==> src/rtl/core/pbd_pkg.sv <==
`default_nettype none
package pbd_pkg;

	localparam int STIFF_W = 17;
	localparam logic [STIFF_W-1:0] STIFF_RESET = 17'd65536;

	localparam int ADDR_W = 3;
	localparam logic REG_STIFFNESS = 1'b0;

	localparam logic [1:0] STATUS_APPLIED   = 2'd0;
	localparam logic [1:0] STATUS_SKIP_MASS = 2'd1;
	localparam logic [1:0] STATUS_SKIP_LEN  = 2'd2;

	// saturate a magnitude with a sign to 32-bit two's complement
	function automatic logic [31:0] sat32(input logic [34:0] mag, input logic neg);
		logic [34:0] m;
		begin
			m = mag;
			if (neg) begin
				if (m > 35'h080000000) m = 35'h080000000;
				sat32 = 32'(35'd0 - m);
			end else begin
				if (m > 35'h07FFFFFFF) m = 35'h07FFFFFFF;
				sat32 = m[31:0];
			end
		end
	endfunction

endpackage
`default_nettype wire

==> src/rtl/core/pbd_apb_regs.sv <==
`default_nettype none
module pbd_apb_regs (
	input  wire logic                          clk,
	input  wire logic                          arst_n,
	input  wire logic                          psel,
	input  wire logic                          penable,
	input  wire logic                          pwrite,
	input  wire logic [pbd_pkg::ADDR_W-1:0]    paddr,
	input  wire logic [31:0]                   pwdata,
	output logic      [31:0]                   prdata,
	output logic                               pready,
	output logic      [pbd_pkg::STIFF_W-1:0]   stiffness
);

	logic [pbd_pkg::STIFF_W-1:0] stiff_q;
	logic                        wr_en;

	assign pready    = 1'b1;
	assign wr_en     = psel && penable && pwrite;
	assign stiffness = stiff_q;

	always_ff @(posedge clk or negedge arst_n) begin
		if (!arst_n) begin
			stiff_q <= pbd_pkg::STIFF_RESET;
		end else if (wr_en && paddr[2] == pbd_pkg::REG_STIFFNESS) begin
			stiff_q <= pwdata[pbd_pkg::STIFF_W-1:0];
		end
	end

	always_comb begin
		prdata = 32'd0;
		if (paddr[2] == pbd_pkg::REG_STIFFNESS) begin
			prdata = 32'(stiff_q);
		end
	end

endmodule
`default_nettype wire

==> config.mk <==
export PLATFORM = sky130hd
export DESIGN_NAME = pbd_apb_regs
export DESIGN_NICKNAME = d
export VERILOG_FILES = /design/src/rtl/core/pbd_pkg.sv /design/src/rtl/core/pbd_apb_regs.sv
export SDC_FILE = /design/constraint.sdc
export NUM_CORES = 1
export LEC_CHECK = 0
export ABC_CLOCK_PERIOD_IN_PS = 1900
export BUFFER_PORTS_ARGS = -buffer_cell sky130_fd_sc_hd__buf_2
export CORE_ASPECT_RATIO = 0.6
export CORE_MARGIN = 2
export CORE_UTILIZATION = 38
export DETAILED_ROUTE_END_ITERATION = 8
export PLACE_DENSITY = 0.93
export SYNTH_ARGS = -nofsm -noshare
export SYNTH_HDL_FRONTEND = slang
export SYNTH_SLANG_ARGS = --single-unit
==> constraint.sdc <==
create_clock -name clk -period 1.9 [get_ports clk]
set_input_delay 0.095 -clock clk [delete_from_list [all_inputs] [get_ports clk]]
set_output_delay 0.095 -clock clk [all_outputs]
set_load 0.05 [all_outputs]
==> impl_metrics.tcl <==
set metrics [dict create \
    nFillCells 196 \
    rows 13 \
    post_cts_buffers 0 \
    yosys_register_bits 17 \
    largest_reg_flops 17 \
    critPathTopFamily "flip-flops" \
    fin_crit_ns 1.24 \
    diodes 0 \
    initial_core_util_pct 41.8 \
    synth.distinct_cells 11 \
    reg2regPathDepth 1 \
    multi_input_area_sq_um 428 \
    gp_congestion 0.619 \
    grt_start_max_net_pins 19 \
    post-route-util_pct 54.7 \
    drive_above_1_share_pct 61.2 \
    slowest_stage "dfstp_2" \
    vdd_drop_max_mv 0.683 \
    status "finished clean" \
    fp.dieH_microns 42.5 \
    power_leakage_nw 0.726 \
    syn2layout_area_growth_pct 31.1 \
    core_sq_mm 0.00224 \
    criticalPathCategory "flop to primary output" \
    dp_hpwl_microns 1460 \
    power.density_mw_per_mm2 1310 \
    hold_viol 0 \
    worst_clock_skew_ns 0 \
    holdPathEnd "stiffness[1]" \
    min_from "pwdata[1]" \
    rsz0062_at_grt "false" \
    timing.final.crit_share_pct 65.4 \
    routed_wl_microns 1850 \
    critPathArrivalTime_ns 1.15 \
    timing.rr.end "stiffness[3]" \
    yosysWarnings 0 \
    worstSkewPairLatency_ns 0.25 \
    ctsResizeCount 0 \
    final-instance-count-excl-fill 159 \
    power_mw 1.61 \
    start_kind "flop" \
    ctsRootBufferMaster "clkbuf_8" \
    critPathBufInv 1 \
    grt_pass1_vias 652 \
    postSynthCellCount 72 \
    grt_antenna_before_repair 0 \
    synth_area_sq_um 937 \
    grt_util_all_layers_pct 13.3 \
    tns_ns 0 \
    cts.hold.buffers_added 1 \
    port-buffer-count 56 \
    whs_ns 0.0734 \
    globalRouteOverflowTotal 0 \
    vias_per_cell 4.29 \
    r2r-start "stiffness[3]" \
    cts_tree "yes" \
    slowest_delay_ns 0.53 \
    min_path_type "input pin to flop" \
    ant_nets 0 \
    grt_pass1_wl_microns 2780 \
    holdPathStages 2 \
    drc 0 \
    ios 90 \
    drt-initial-drc-count 6 \
    drt-pass1-iter-count 3 \
    drv_cap 0 \
    htree_num_levels 1 \
    seq_area_frac_synth_pct 45.5 \
    cts_buffer_depth 2 \
    clock_sinks 17 \
    layout_common_cells "buf_2 (56), conb_1 (16), dfrtp_1 (16)" \
    mostFrequentLayoutCell "buf_2" \
    cts.clk_slew.worst_paths_ns 0.07 \
    place_inst 154 \
    path_cells "and2b_1 > buf_2" \
    setup_viol 0 \
    cts_made_buffers 3 \
    cp-end-kind "primary output" \
    num_vias 682 \
    fin_nets 170 \
    drv_slew 0 \
    die_w_microns 68.1 \
    cp.required_ns 1.80 \
    syn_avg_cell_area_sq_um 13.0 \
    wl_per_cell_microns 11.7 \
    critPathMaxFanout 3 \
    area.sequential_sq_um 427 \
    timing.fmax_mhz 805 \
    reg2reg_slack_ns 1.12 \
    die-area_sq_mm 0.00289 \
]
## layer usage
| metal | GRT usage (%) | routed length (microns) |
|---|---|---|
| met5 | 0 | 0 |
| met2 | 25.4 | 971 |
| met4 | 2.40 | 5 |
| met1 | 12.4 | 686 |
| met3 | 6.99 | 191 |
## power breakdown
group,total (mW),internal (mW),switching [mW]
clock network,0.261,0.145,0.116
logic,0.854,0.219,0.635
registers,0.498,0.446,0.0526
total,1.61,0.810,0.804
## area by class of cell
type	instances	area share, %
Clock buffer	3	3.36
Clock inverter	1	0.407
Timing Repair Buffer	57	23.6
Multi-Input combinational cell	51	34.8
Tap cell	30	3.05
Sequential cell	17	34.7
## Yosys cell counts
master    count  area, sq um
conb_1        2         7.51
clkbuf_1      1         3.75
buf_6         1         11.3
dfrtp_1      16          400
and2b_1       7         52.6
nand4b_4      1         23.8
dfstp_2       1         26.3
buf_4        16          120
nor2b_1      10         62.6
mux2_2        7         78.8
mux2_4       10          150
## worst max path at each step
stage,from,end,slack (ns),depth (start not counted)
detailed placement,paddr[2],stiffness[3],0.56,3
finish,stiffness[16],prdata[16],0.66,2
CTS,stiffness[16],prdata[16],0.64,2
global placement,paddr[2],stiffness[7],0.61,3
floorplan,stiffness[10],prdata[10],0.40,1
global route,stiffness[16],prdata[16],0.60,2
## per-stage QoR
step	area (sq um)	worst slack [ns]
2_1_floorplan	990	0.401
3_3_place_gp	1170	0.606
3_5_place_dp	1170	0.561
4_1_cts	1230	0.641
5_1_grt	1230	0.597
6_report	1230	0.657
## cell families after synthesis
family / share of synthesized area (%)
other: 0.801
multiplexers: 24.4
flip-flops: 45.5
AND/OR/NAND/NOR: 14.8
buffers and inverters: 14.4
(Power assumes the default switching activity.)
